===== src/rtl/trd_pkg.sv =====
// shared types and constants of the tga rle pixel decoder
package trd_pkg;

  localparam int unsigned BYTE_W  = 8;
  localparam int unsigned COUNT_W = 32;
  localparam int unsigned BPP_W   = 3;
  localparam int unsigned COLOR_W = 24;

  localparam logic [BPP_W-1:0]   BPP_RESET   = 3'd4;
  localparam logic [BPP_W-1:0]   BPP_THREE   = 3'd3;
  localparam logic [COUNT_W-1:0] COUNT_RESET = 32'd65536;

  localparam logic [1:0] LAST_IDX_BGR  = 2'd2;
  localparam logic [1:0] LAST_IDX_BGRA = 2'd3;

  localparam logic [BYTE_W-1:0] RUN_BIAS = 8'd127;

  typedef enum logic {
    REG_BYTES_PER_PIXEL = 1'b0,
    REG_PIXEL_COUNT     = 1'b1
  } trd_reg_e;

  typedef enum logic [2:0] {
    PH_HEADER = 3'd0,
    PH_RAW    = 3'd1,
    PH_RUN    = 3'd2,
    PH_DONE   = 3'd3,
    PH_ERROR  = 3'd4
  } trd_phase_e;

  typedef enum logic {
    ST_OK       = 1'b0,
    ST_OVERFLOW = 1'b1
  } trd_status_e;

  typedef struct packed {
    logic [BYTE_W-1:0] data_byte;
    logic              frame_start;
  } trd_item_t;

  typedef struct packed {
    logic [BPP_W-1:0]   bytes_per_pixel;
    logic [COUNT_W-1:0] pixel_count;
  } trd_cfg_t;

  typedef struct packed {
    logic [BYTE_W-1:0]  red;
    logic [BYTE_W-1:0]  green;
    logic [BYTE_W-1:0]  blue;
    logic [BYTE_W-1:0]  alpha;
    logic [BYTE_W-1:0]  run_length;
    logic [COUNT_W-1:0] start_pixel;
    logic               status;
    logic               last;
  } trd_result_t;

endpackage


===== src/rtl/trd_if.sv =====
// valid/ready channel interfaces of the tga rle pixel decoder
interface trd_in_if import trd_pkg::*; ();
  logic              valid;
  logic              ready;
  logic [BYTE_W-1:0] data_byte;
  logic              frame_start;

  modport source (output valid, output data_byte, output frame_start, input ready);
  modport sink (input valid, input data_byte, input frame_start, output ready);
endinterface

interface trd_out_if import trd_pkg::*; ();
  logic               valid;
  logic               ready;
  logic [BYTE_W-1:0]  red;
  logic [BYTE_W-1:0]  green;
  logic [BYTE_W-1:0]  blue;
  logic [BYTE_W-1:0]  alpha;
  logic [BYTE_W-1:0]  run_length;
  logic [COUNT_W-1:0] start_pixel;
  logic               status;
  logic               last;

  modport source (
    output valid, output red, output green, output blue, output alpha,
    output run_length, output start_pixel, output status, output last,
    input ready
  );
  modport sink (
    input valid, input red, input green, input blue, input alpha,
    input run_length, input start_pixel, input status, input last,
    output ready
  );
endinterface

interface trd_cfg_if import trd_pkg::*; ();
  logic               valid;
  logic               ready;
  logic               index;
  logic [COUNT_W-1:0] data;

  modport source (output valid, output index, output data, input ready);
  modport sink (input valid, input index, input data, output ready);
endinterface


===== src/rtl/trd_in_stage.sv =====
// input register stage holding one accepted byte request
module trd_in_stage import trd_pkg::*; (
  input  logic      clk_i,
  input  logic      rst_ni,
  input  logic      valid_i,
  output logic      ready_o,
  input  trd_item_t item_i,
  output logic      valid_o,
  input  logic      ready_i,
  output trd_item_t item_o
);

  logic      valid_q;
  trd_item_t item_q;
  logic      load;

  assign ready_o = !valid_q || ready_i;
  assign load    = valid_i && ready_o;

  always_ff @(posedge clk_i or negedge rst_ni) begin
    if (!rst_ni) begin
      valid_q <= 1'b0;
    end else if (ready_o) begin
      valid_q <= valid_i;
    end
  end

  always_ff @(posedge clk_i) begin
    if (load) begin
      item_q <= item_i;
    end
  end

  assign valid_o = valid_q;
  assign item_o  = item_q;

endmodule


===== src/rtl/trd_decode.sv =====
// packet state machine, pixel assembly and result register
module trd_decode import trd_pkg::*; (
  input  logic        clk_i,
  input  logic        rst_ni,
  input  trd_cfg_t    cfg_i,
  input  logic        valid_i,
  output logic        ready_o,
  input  trd_item_t   item_i,
  output logic        valid_o,
  input  logic        ready_i,
  output trd_result_t result_o
);

  trd_phase_e         phase_q, phase_d;
  logic [BYTE_W-1:0]  remain_q, remain_d;
  logic [1:0]         bip_q, bip_d;
  logic [COLOR_W-1:0] color_q, color_d;
  logic [COUNT_W-1:0] pos_q, pos_d;

  logic               out_valid_q;
  trd_result_t        out_q;

  trd_phase_e         cur_phase;
  logic [BYTE_W-1:0]  cur_remain;
  logic [1:0]         cur_bip;
  logic [COLOR_W-1:0] cur_color;
  logic [COUNT_W-1:0] cur_pos;

  logic               advance;
  logic [BYTE_W-1:0]  byte_v;
  logic               is_raw;
  logic [BYTE_W-1:0]  hdr_len;
  logic               overflow;
  logic [1:0]         last_idx;
  logic               pix_done;
  logic [BYTE_W-1:0]  pix_len;
  logic [BYTE_W-1:0]  remain_next;
  logic [COUNT_W-1:0] pos_next;
  logic               fin;
  logic               emit;
  trd_result_t        res;

  assign advance = valid_i && (!out_valid_q || ready_i);
  assign ready_o = !out_valid_q || ready_i;
  assign byte_v  = item_i.data_byte;

  // frame start clears the running state before this byte is used
  always_comb begin
    if (item_i.frame_start) begin
      cur_phase  = PH_HEADER;
      cur_remain = '0;
      cur_bip    = '0;
      cur_color  = '0;
      cur_pos    = '0;
    end else begin
      cur_phase  = phase_q;
      cur_remain = remain_q;
      cur_bip    = bip_q;
      cur_color  = color_q;
      cur_pos    = pos_q;
    end
  end

  assign is_raw   = !byte_v[BYTE_W-1];
  assign hdr_len  = is_raw ? (byte_v + 8'd1) : (byte_v - RUN_BIAS);
  assign overflow = ({1'b0, cur_pos} + {{(COUNT_W-BYTE_W+1){1'b0}}, hdr_len})
                    > {1'b0, cfg_i.pixel_count};
  assign last_idx = (cfg_i.bytes_per_pixel == BPP_THREE) ? LAST_IDX_BGR : LAST_IDX_BGRA;
  assign pix_done = cur_bip >= last_idx;

  assign pix_len     = (cur_phase == PH_RAW) ? 8'd1 : cur_remain;
  assign remain_next = (cur_phase == PH_RAW) ? (cur_remain - 8'd1) : '0;
  assign pos_next    = cur_pos + {{(COUNT_W-BYTE_W){1'b0}}, pix_len};
  assign fin         = pos_next >= cfg_i.pixel_count;

  // next phase
  always_comb begin
    phase_d = cur_phase;
    case (cur_phase)
      PH_HEADER: begin
        if (overflow) begin
          phase_d = PH_ERROR;
        end else if (is_raw) begin
          phase_d = PH_RAW;
        end else begin
          phase_d = PH_RUN;
        end
      end
      PH_RAW, PH_RUN: begin
        if (pix_done && (remain_next == '0)) begin
          phase_d = fin ? PH_DONE : PH_HEADER;
        end
      end
      PH_DONE:  phase_d = PH_DONE;
      PH_ERROR: phase_d = PH_ERROR;
      default:  phase_d = PH_HEADER;
    endcase
  end

  // datapath and result
  always_comb begin
    remain_d = cur_remain;
    bip_d    = cur_bip;
    color_d  = cur_color;
    pos_d    = cur_pos;
    emit     = 1'b0;
    res      = '0;
    case (cur_phase)
      PH_HEADER: begin
        if (overflow) begin
          emit            = 1'b1;
          res.run_length  = hdr_len;
          res.start_pixel = cur_pos;
          res.status      = ST_OVERFLOW;
          res.last        = 1'b1;
        end else begin
          remain_d = hdr_len;
          bip_d    = '0;
          color_d  = '0;
        end
      end
      PH_RAW, PH_RUN: begin
        if (!pix_done) begin
          case (cur_bip)
            2'd0:    color_d[7:0]   = byte_v;
            2'd1:    color_d[15:8]  = byte_v;
            default: color_d[23:16] = byte_v;
          endcase
          bip_d = cur_bip + 2'd1;
        end else begin
          emit      = 1'b1;
          res.blue  = cur_color[7:0];
          res.green = cur_color[15:8];
          if (last_idx == LAST_IDX_BGR) begin
            res.red   = byte_v;
            res.alpha = '0;
          end else begin
            res.red   = cur_color[23:16];
            res.alpha = byte_v;
          end
          res.run_length  = pix_len;
          res.start_pixel = cur_pos;
          res.status      = ST_OK;
          res.last        = fin;
          bip_d           = '0;
          color_d         = '0;
          remain_d        = remain_next;
          pos_d           = pos_next;
        end
      end
      default: begin
        emit = 1'b0;
      end
    endcase
  end

  always_ff @(posedge clk_i or negedge rst_ni) begin
    if (!rst_ni) begin
      phase_q  <= PH_HEADER;
      remain_q <= '0;
      bip_q    <= '0;
      color_q  <= '0;
      pos_q    <= '0;
    end else if (advance) begin
      phase_q  <= phase_d;
      remain_q <= remain_d;
      bip_q    <= bip_d;
      color_q  <= color_d;
      pos_q    <= pos_d;
    end
  end

  always_ff @(posedge clk_i or negedge rst_ni) begin
    if (!rst_ni) begin
      out_valid_q <= 1'b0;
    end else if (advance) begin
      out_valid_q <= emit;
    end else if (ready_i) begin
      out_valid_q <= 1'b0;
    end
  end

  always_ff @(posedge clk_i) begin
    if (advance && emit) begin
      out_q <= res;
    end
  end

  assign valid_o  = out_valid_q;
  assign result_o = out_q;

endmodule


===== src/rtl/tga_rle_pixel_decoder_unit.sv =====
// top level of the tga rle pixel decoder
//
//   channel    dir  modport  payload
//   pix_in_i   in   sink     data_byte, frame_start
//   pix_out_o  out  source   red, green, blue, alpha, run_length, start_pixel, status, last
//   cfg_i      in   sink     index (0 bytes_per_pixel, 1 pixel_count), data
//
// one byte request per cycle while the result register is not stalled; each byte
// passes the input register, then is decoded into the result register
// reset sets bytes_per_pixel to 4, pixel_count to 65536 and clears packet state
// a stalled result holds in the result register while the input register still
// takes one more byte; config writes are always taken
module tga_rle_pixel_decoder_unit import trd_pkg::*; (
  input  logic clk_i,
  input  logic rst_ni,
  trd_in_if.sink    pix_in_i,
  trd_out_if.source pix_out_o,
  trd_cfg_if.sink   cfg_i
);

  trd_cfg_t    cfg_q;
  trd_item_t   in_item;
  trd_item_t   stage_item;
  logic        stage_valid;
  logic        stage_ready;
  trd_result_t result;

  assign cfg_i.ready = 1'b1;

  always_ff @(posedge clk_i or negedge rst_ni) begin
    if (!rst_ni) begin
      cfg_q.bytes_per_pixel <= BPP_RESET;
      cfg_q.pixel_count     <= COUNT_RESET;
    end else if (cfg_i.valid) begin
      case (cfg_i.index)
        REG_BYTES_PER_PIXEL: cfg_q.bytes_per_pixel <= cfg_i.data[BPP_W-1:0];
        REG_PIXEL_COUNT:     cfg_q.pixel_count     <= cfg_i.data;
        default:             cfg_q                 <= cfg_q;
      endcase
    end
  end

  assign in_item.data_byte   = pix_in_i.data_byte;
  assign in_item.frame_start = pix_in_i.frame_start;

  trd_in_stage u_in_stage (
    .clk_i   (clk_i),
    .rst_ni  (rst_ni),
    .valid_i (pix_in_i.valid),
    .ready_o (pix_in_i.ready),
    .item_i  (in_item),
    .valid_o (stage_valid),
    .ready_i (stage_ready),
    .item_o  (stage_item)
  );

  trd_decode u_decode (
    .clk_i    (clk_i),
    .rst_ni   (rst_ni),
    .cfg_i    (cfg_q),
    .valid_i  (stage_valid),
    .ready_o  (stage_ready),
    .item_i   (stage_item),
    .valid_o  (pix_out_o.valid),
    .ready_i  (pix_out_o.ready),
    .result_o (result)
  );

  assign pix_out_o.red         = result.red;
  assign pix_out_o.green       = result.green;
  assign pix_out_o.blue        = result.blue;
  assign pix_out_o.alpha       = result.alpha;
  assign pix_out_o.run_length  = result.run_length;
  assign pix_out_o.start_pixel = result.start_pixel;
  assign pix_out_o.status      = result.status;
  assign pix_out_o.last        = result.last;

endmodule

===== src/flat_wrapper.sv =====
// flat-port wrapper written by rule: the top's interface ports become plain ports
module tga_rle_pixel_decoder_unit_flat import trd_pkg::*;
  (clk_i, rst_ni, pix_in_i_valid, pix_in_i_data_byte, pix_in_i_frame_start, pix_in_i_ready, pix_out_o_valid, pix_out_o_red, pix_out_o_green, pix_out_o_blue, pix_out_o_alpha, pix_out_o_run_length, pix_out_o_start_pixel, pix_out_o_status, pix_out_o_last, pix_out_o_ready, cfg_i_valid, cfg_i_index, cfg_i_data, cfg_i_ready);
  trd_in_if pix_in_i_i ();
  trd_out_if pix_out_o_i ();
  trd_cfg_if cfg_i_i ();
  input  logic clk_i;
  input  logic rst_ni;
  input wire logic [$bits(pix_in_i_i.valid)-1:0] pix_in_i_valid;
  input wire logic [$bits(pix_in_i_i.data_byte)-1:0] pix_in_i_data_byte;
  input wire logic [$bits(pix_in_i_i.frame_start)-1:0] pix_in_i_frame_start;
  output wire logic [$bits(pix_in_i_i.ready)-1:0] pix_in_i_ready;
  output wire logic [$bits(pix_out_o_i.valid)-1:0] pix_out_o_valid;
  output wire logic [$bits(pix_out_o_i.red)-1:0] pix_out_o_red;
  output wire logic [$bits(pix_out_o_i.green)-1:0] pix_out_o_green;
  output wire logic [$bits(pix_out_o_i.blue)-1:0] pix_out_o_blue;
  output wire logic [$bits(pix_out_o_i.alpha)-1:0] pix_out_o_alpha;
  output wire logic [$bits(pix_out_o_i.run_length)-1:0] pix_out_o_run_length;
  output wire logic [$bits(pix_out_o_i.start_pixel)-1:0] pix_out_o_start_pixel;
  output wire logic [$bits(pix_out_o_i.status)-1:0] pix_out_o_status;
  output wire logic [$bits(pix_out_o_i.last)-1:0] pix_out_o_last;
  input wire logic [$bits(pix_out_o_i.ready)-1:0] pix_out_o_ready;
  input wire logic [$bits(cfg_i_i.valid)-1:0] cfg_i_valid;
  input wire logic [$bits(cfg_i_i.index)-1:0] cfg_i_index;
  input wire logic [$bits(cfg_i_i.data)-1:0] cfg_i_data;
  output wire logic [$bits(cfg_i_i.ready)-1:0] cfg_i_ready;
  assign pix_in_i_i.valid = pix_in_i_valid;
  assign pix_in_i_i.data_byte = pix_in_i_data_byte;
  assign pix_in_i_i.frame_start = pix_in_i_frame_start;
  assign pix_in_i_ready = pix_in_i_i.ready;
  assign pix_out_o_valid = pix_out_o_i.valid;
  assign pix_out_o_red = pix_out_o_i.red;
  assign pix_out_o_green = pix_out_o_i.green;
  assign pix_out_o_blue = pix_out_o_i.blue;
  assign pix_out_o_alpha = pix_out_o_i.alpha;
  assign pix_out_o_run_length = pix_out_o_i.run_length;
  assign pix_out_o_start_pixel = pix_out_o_i.start_pixel;
  assign pix_out_o_status = pix_out_o_i.status;
  assign pix_out_o_last = pix_out_o_i.last;
  assign pix_out_o_i.ready = pix_out_o_ready;
  assign cfg_i_i.valid = cfg_i_valid;
  assign cfg_i_i.index = cfg_i_index;
  assign cfg_i_i.data = cfg_i_data;
  assign cfg_i_ready = cfg_i_i.ready;
  tga_rle_pixel_decoder_unit u_core (.clk_i(clk_i), .rst_ni(rst_ni), .pix_in_i(pix_in_i_i), .pix_out_o(pix_out_o_i), .cfg_i(cfg_i_i));
endmodule

===== config.mk =====
export PLATFORM = sky130hd
export DESIGN_NAME = tga_rle_pixel_decoder_unit_flat
export DESIGN_NICKNAME = d
export VERILOG_FILES = /design/src/rtl/trd_pkg.sv /design/src/rtl/trd_if.sv /design/src/rtl/trd_in_stage.sv /design/src/rtl/trd_decode.sv /design/src/rtl/tga_rle_pixel_decoder_unit.sv /design/src/flat_wrapper.sv
export SDC_FILE = /design/constraint.sdc
export NUM_CORES = 1
export LEC_CHECK = 0
export BUFFER_PORTS_ARGS = -buffer_cell sky130_fd_sc_hd__buf_2
export CAP_MARGIN = 40
export CORE_MARGIN = 8
export CORE_UTILIZATION = 43
export CTS_CLUSTER_DIAMETER = 100
export CTS_CLUSTER_SIZE = 16
export DETAILED_ROUTE_END_ITERATION = 10
export GPL_TIMING_DRIVEN = 0
export SETUP_SLACK_MARGIN = 0.5
export SLEW_MARGIN = 40
export SYNTH_ARGS = -nofsm -noshare
export SYNTH_HDL_FRONTEND = slang
export SYNTH_SLANG_ARGS = --single-unit

===== constraint.sdc =====
create_clock -name clk_i -period 8.95 [get_ports clk_i]
set_input_delay 0.895 -clock clk_i [delete_from_list [all_inputs] [get_ports clk_i]]
set_output_delay 0.895 -clock clk_i [all_outputs]
set_load 0.005 [all_outputs]

==> impl_results.md <==
- Run status: finished, final reports clean
- Most common flop cell mapped by yosys: dfrtp_1
- Type of element launching the critical path: register
- Routability congestion estimate: about 0.96
- Seq/Total Area, Yosys: 42.5%
- Clk_lat worst skew: between 0.4 and 0.5 ns
- Crit Path Class: register to register
- Synth Area in Compound Gates: 14.4%
- Hold/Removal Path Class: input pin to async pin
- Number of synthesized flops with an enable pin: 83
- Drt drc: 0
- Port bufs: roughly 120
- Worst vdd ir: 0.112 mV
- Synth cell types: 96
- Initial antenna violation count: 0
- Crit end category: register
- Synthesis-to-finish area growth: 15.3%
- Post-Synth Simple-Gate Area: 19.9%
- Fraction of registers with async set/reset: a little under three fifths
- RSZ-0062 raised after global routing: false
- Vias per cell: ~5.7
- Grt ovf: 0
- Largest family of logic cells by synthesized area: simple AND/OR/NAND/NOR gates
- Initial DRC Count: 993
- GRT Overall Usage: 21.7%
- F_max: 128 MHz
- WP data arrival: 7.98 ns
- CTS root buf: clkbuf_16
- Fin area: 14000 um^2
- Mux cell area share after synthesis: 4.42%
- Syn avg cell area: 9.86 um^2
- TritonCTS clock tree: done
- Vias: between 10000 and 15000
- Die extent in x: 184 um
- Synth Register Bits: 189
- Tcrit/Tclk final: between 80 and 90%
- Critical-path maximum fanout: 21
- Adder-cell share of the synthesized area: 9.05%
- Core area: 27800 um^2
- Synth Instances: 1228
- Mapped cell area: about 12000 um^2
- ANT cells: 0
- Final Hold Fails: 0
- Row Count: 61
- Die Y-Extent: ~180 um
- Final setup viols: 0
- Hold WS: 0.323 ns
- Post-Synth XOR/XNOR Area: 4.56%
- DRT Wirelength: 36700 um
- Layout Cells excl Fill: 1765
- Num CTS Buffers: 17
- Post-Syn Nets: 1362
- Worst-Margin Slew: approximately 0.84 ns
- DR WL/cell: a little over 20 um
- Dpl hpwl: 27700 um
- Post-DP Area: 13300 um^2
- Global-route wire length before repair: 57100 um
- IO Pins: approximately 120
- Worst EP required: 9.10 ns
- Max-cap violations: 0
- Pin count of the biggest net entering global routing: 68
- Starting Density: 43.6%
- Share of layout cells above drive strength 1: 18.6%
- DP Worst Slack: 0.940 ns
- Max-slew violations: 0
- Number of global-route vias before repair: 9869
- Detailed-router iteration count before antenna repair: 5
- Fin crit period: 7.83 ns
- CTS Hold Bufs: 0
- Die area: about 34000 um^2
- Syn. warnings: 0
- Fin nets: 1508
- Pwr per Cell Area: 169 nW/um^2
- Placed Instances: 1733
- Bufs on Longest Clock Path: 2
- Worst-path clk slew: roughly 0.090 ns
- Worst rel slew slack: 44.2%
- Clk sink count: 189
- H-Tree Depth: 4
- Setup ws final: 1.12 ns
- Antenna viol nets, final: 0
- Leak Pwr: 0.00587 uW
- Clock Skew: 0.0180 ns
## critical path, stage by stage (launching register included)
cell       delay (ns)
edfxtp_1         0.44
inv_2            0.19
clkbuf_1         0.49
clkbuf_2         0.45
nand2_1          0.14
inv_1            0.11
ha_1             0.16
inv_1            0.05
fa_1             0.41
nand3b_1         0.21
a21oi_1          0.20
o21a_1           0.38
nor3b_1          0.63
xnor2_1          0.16
ha_1             0.34
nand4_1          0.15
nor3_1           0.57
o221ai_1         0.42
nand4bb_1        0.23
a21oi_2          0.16
o21a_1           0.33
buf_2            0.28
nor2_4           0.34
buf_8            0.21
buf_8            0.21
buf_8            0.21
## through the flow
step / utilization (%) / total power [uW] / TNS, ns
floorplan: - / 1360 / 0
global placement: 47.5 / 1500 / -234.62
detailed placement: 47.9 / 1520 / 0
CTS: 50.2 / 2360 / 0
global route: 50.2 / 2460 / 0
finish: 50.2 / 2350 / 0
## area by class of cell
type	instances	area, um^2
clock inverters	15	231
flip-flops and latches	189	5150
inverters	61	229
multi-input cells	911	6340
clock buffers	17	425
fillers	2681	13800
plain buffers	67	400
repair buffers	127	708
well taps	378	473
## cell usage after synthesis (19+ instances only)
| master | n | area (um^2) |
|---|---|---|
| nor2_1 | 119 | 447 |
| nand2_1 | 116 | 435 |
| dfrtp_1 | 104 | 2600 |
| ha_1 | 86 | 1080 |
| edfxtp_1 | 83 | 2490 |
| inv_1 | 60 | 225 |
| a21oi_1 | 56 | 280 |
| xnor2_1 | 44 | 385 |
| o21ai_0 | 41 | 205 |
| mux2_2 | 36 | 405 |
| clkbuf_1 | 33 | 124 |
| nand3_1 | 33 | 165 |
| nor2b_1 | 30 | 188 |
| nand4_1 | 29 | 181 |
| and3_1 | 27 | 169 |
| nor3_1 | 27 | 135 |
| and2_1 | 22 | 138 |
| xor2_1 | 19 | 166 |
## repair_timing
action | 4_1_cts | 5_1_grt
resized for setup | 0 | 2
setup endpoints to repair | 0 | 8
setup buffers | 0 | 0
## sequential cells by signal, indices dropped and copies added (netlist names), 2 cells and up
name,count
u_core.u_decode.pos_q,32
u_core.u_decode.remain_q,8
u_core.u_decode.color_q,24
u_core.cfg_q,35
u_core.u_in_stage.item_o,9
u_core.u_decode.result_o,74
u_core.u_decode.bip_q,2
u_core.u_decode.phase_q,3
## layout by cell type, fill, tap and decap left out, types with 29 or more instances in the layout
cell	Yosys	final
nand2_1	116	116
clkbuf_1	33	32
dfrtp_1	104	104
buf_2	9	130
xnor2_1	44	44
mux2_2	36	36
nand4_1	29	29
o21ai_0	41	41
nor2b_1	30	30
nor2_1	119	117
nand3_1	33	33
a21oi_1	56	56
inv_1	60	60
edfxtp_1	83	83
ha_1	86	86
## power breakdown
part | switching (uW) | internal [uW]
clock | 448 | 401
combinational | 294 | 191
sequential | 55.9 | 962
## per-layer routing
metal / GRT usage [%] / share of wire (%) / vias up
met5: 0 / 0 / -
met4: 6.29 / 1.8 / 0
met3: 3.04 / 6.7 / 46
met2: 33.3 / 44 / 380
met1: 31.6 / 47 / 4924
li1: - / - / 4735
## cell families (layout without fill, tap and decap cells)
| group | after synthesis | count (layout) |
|---|---|---|
| compound gates | 240 | 240 |
| xor+xnor | 63 | 63 |
| fa+ha+maj | 87 | 87 |
| buf+inv | 128 | 287 |
| flops | 189 | 189 |
| mux | 49 | 49 |
| other cells | 1 | 1 |
| simple gates | 471 | 471 |
## worst paths after layout
kind	from	endpoint	slack [ns]	cells past startpoint
max	u_core.u_in_stage.item_o[0]$_DFFE_PP_	u_core.u_decode.result_o[71]$_SDFFCE_PN0P_	1.12	25
min reg2reg	u_core.u_decode.pos_q[0]$_DFFE_PN0P_	u_core.u_decode.pos_q[0]$_DFFE_PN0P_	0.50	2
min	rst_ni	u_core.cfg_q[33]$_DFFE_PN0P_	0.32	1
max reg2reg	u_core.u_in_stage.item_o[0]$_DFFE_PP_	u_core.u_decode.result_o[71]$_SDFFCE_PN0P_	1.12	25
max in group asynchronous	rst_ni	u_core.u_decode.pos_q[22]$_DFFE_PN0P_	7.91	2
min in group clk_i	u_core.u_decode.pos_q[0]$_DFFE_PN0P_	u_core.u_decode.pos_q[0]$_DFFE_PN0P_	0.50	2
Note: power is estimated with default switching activity, not from simulation.
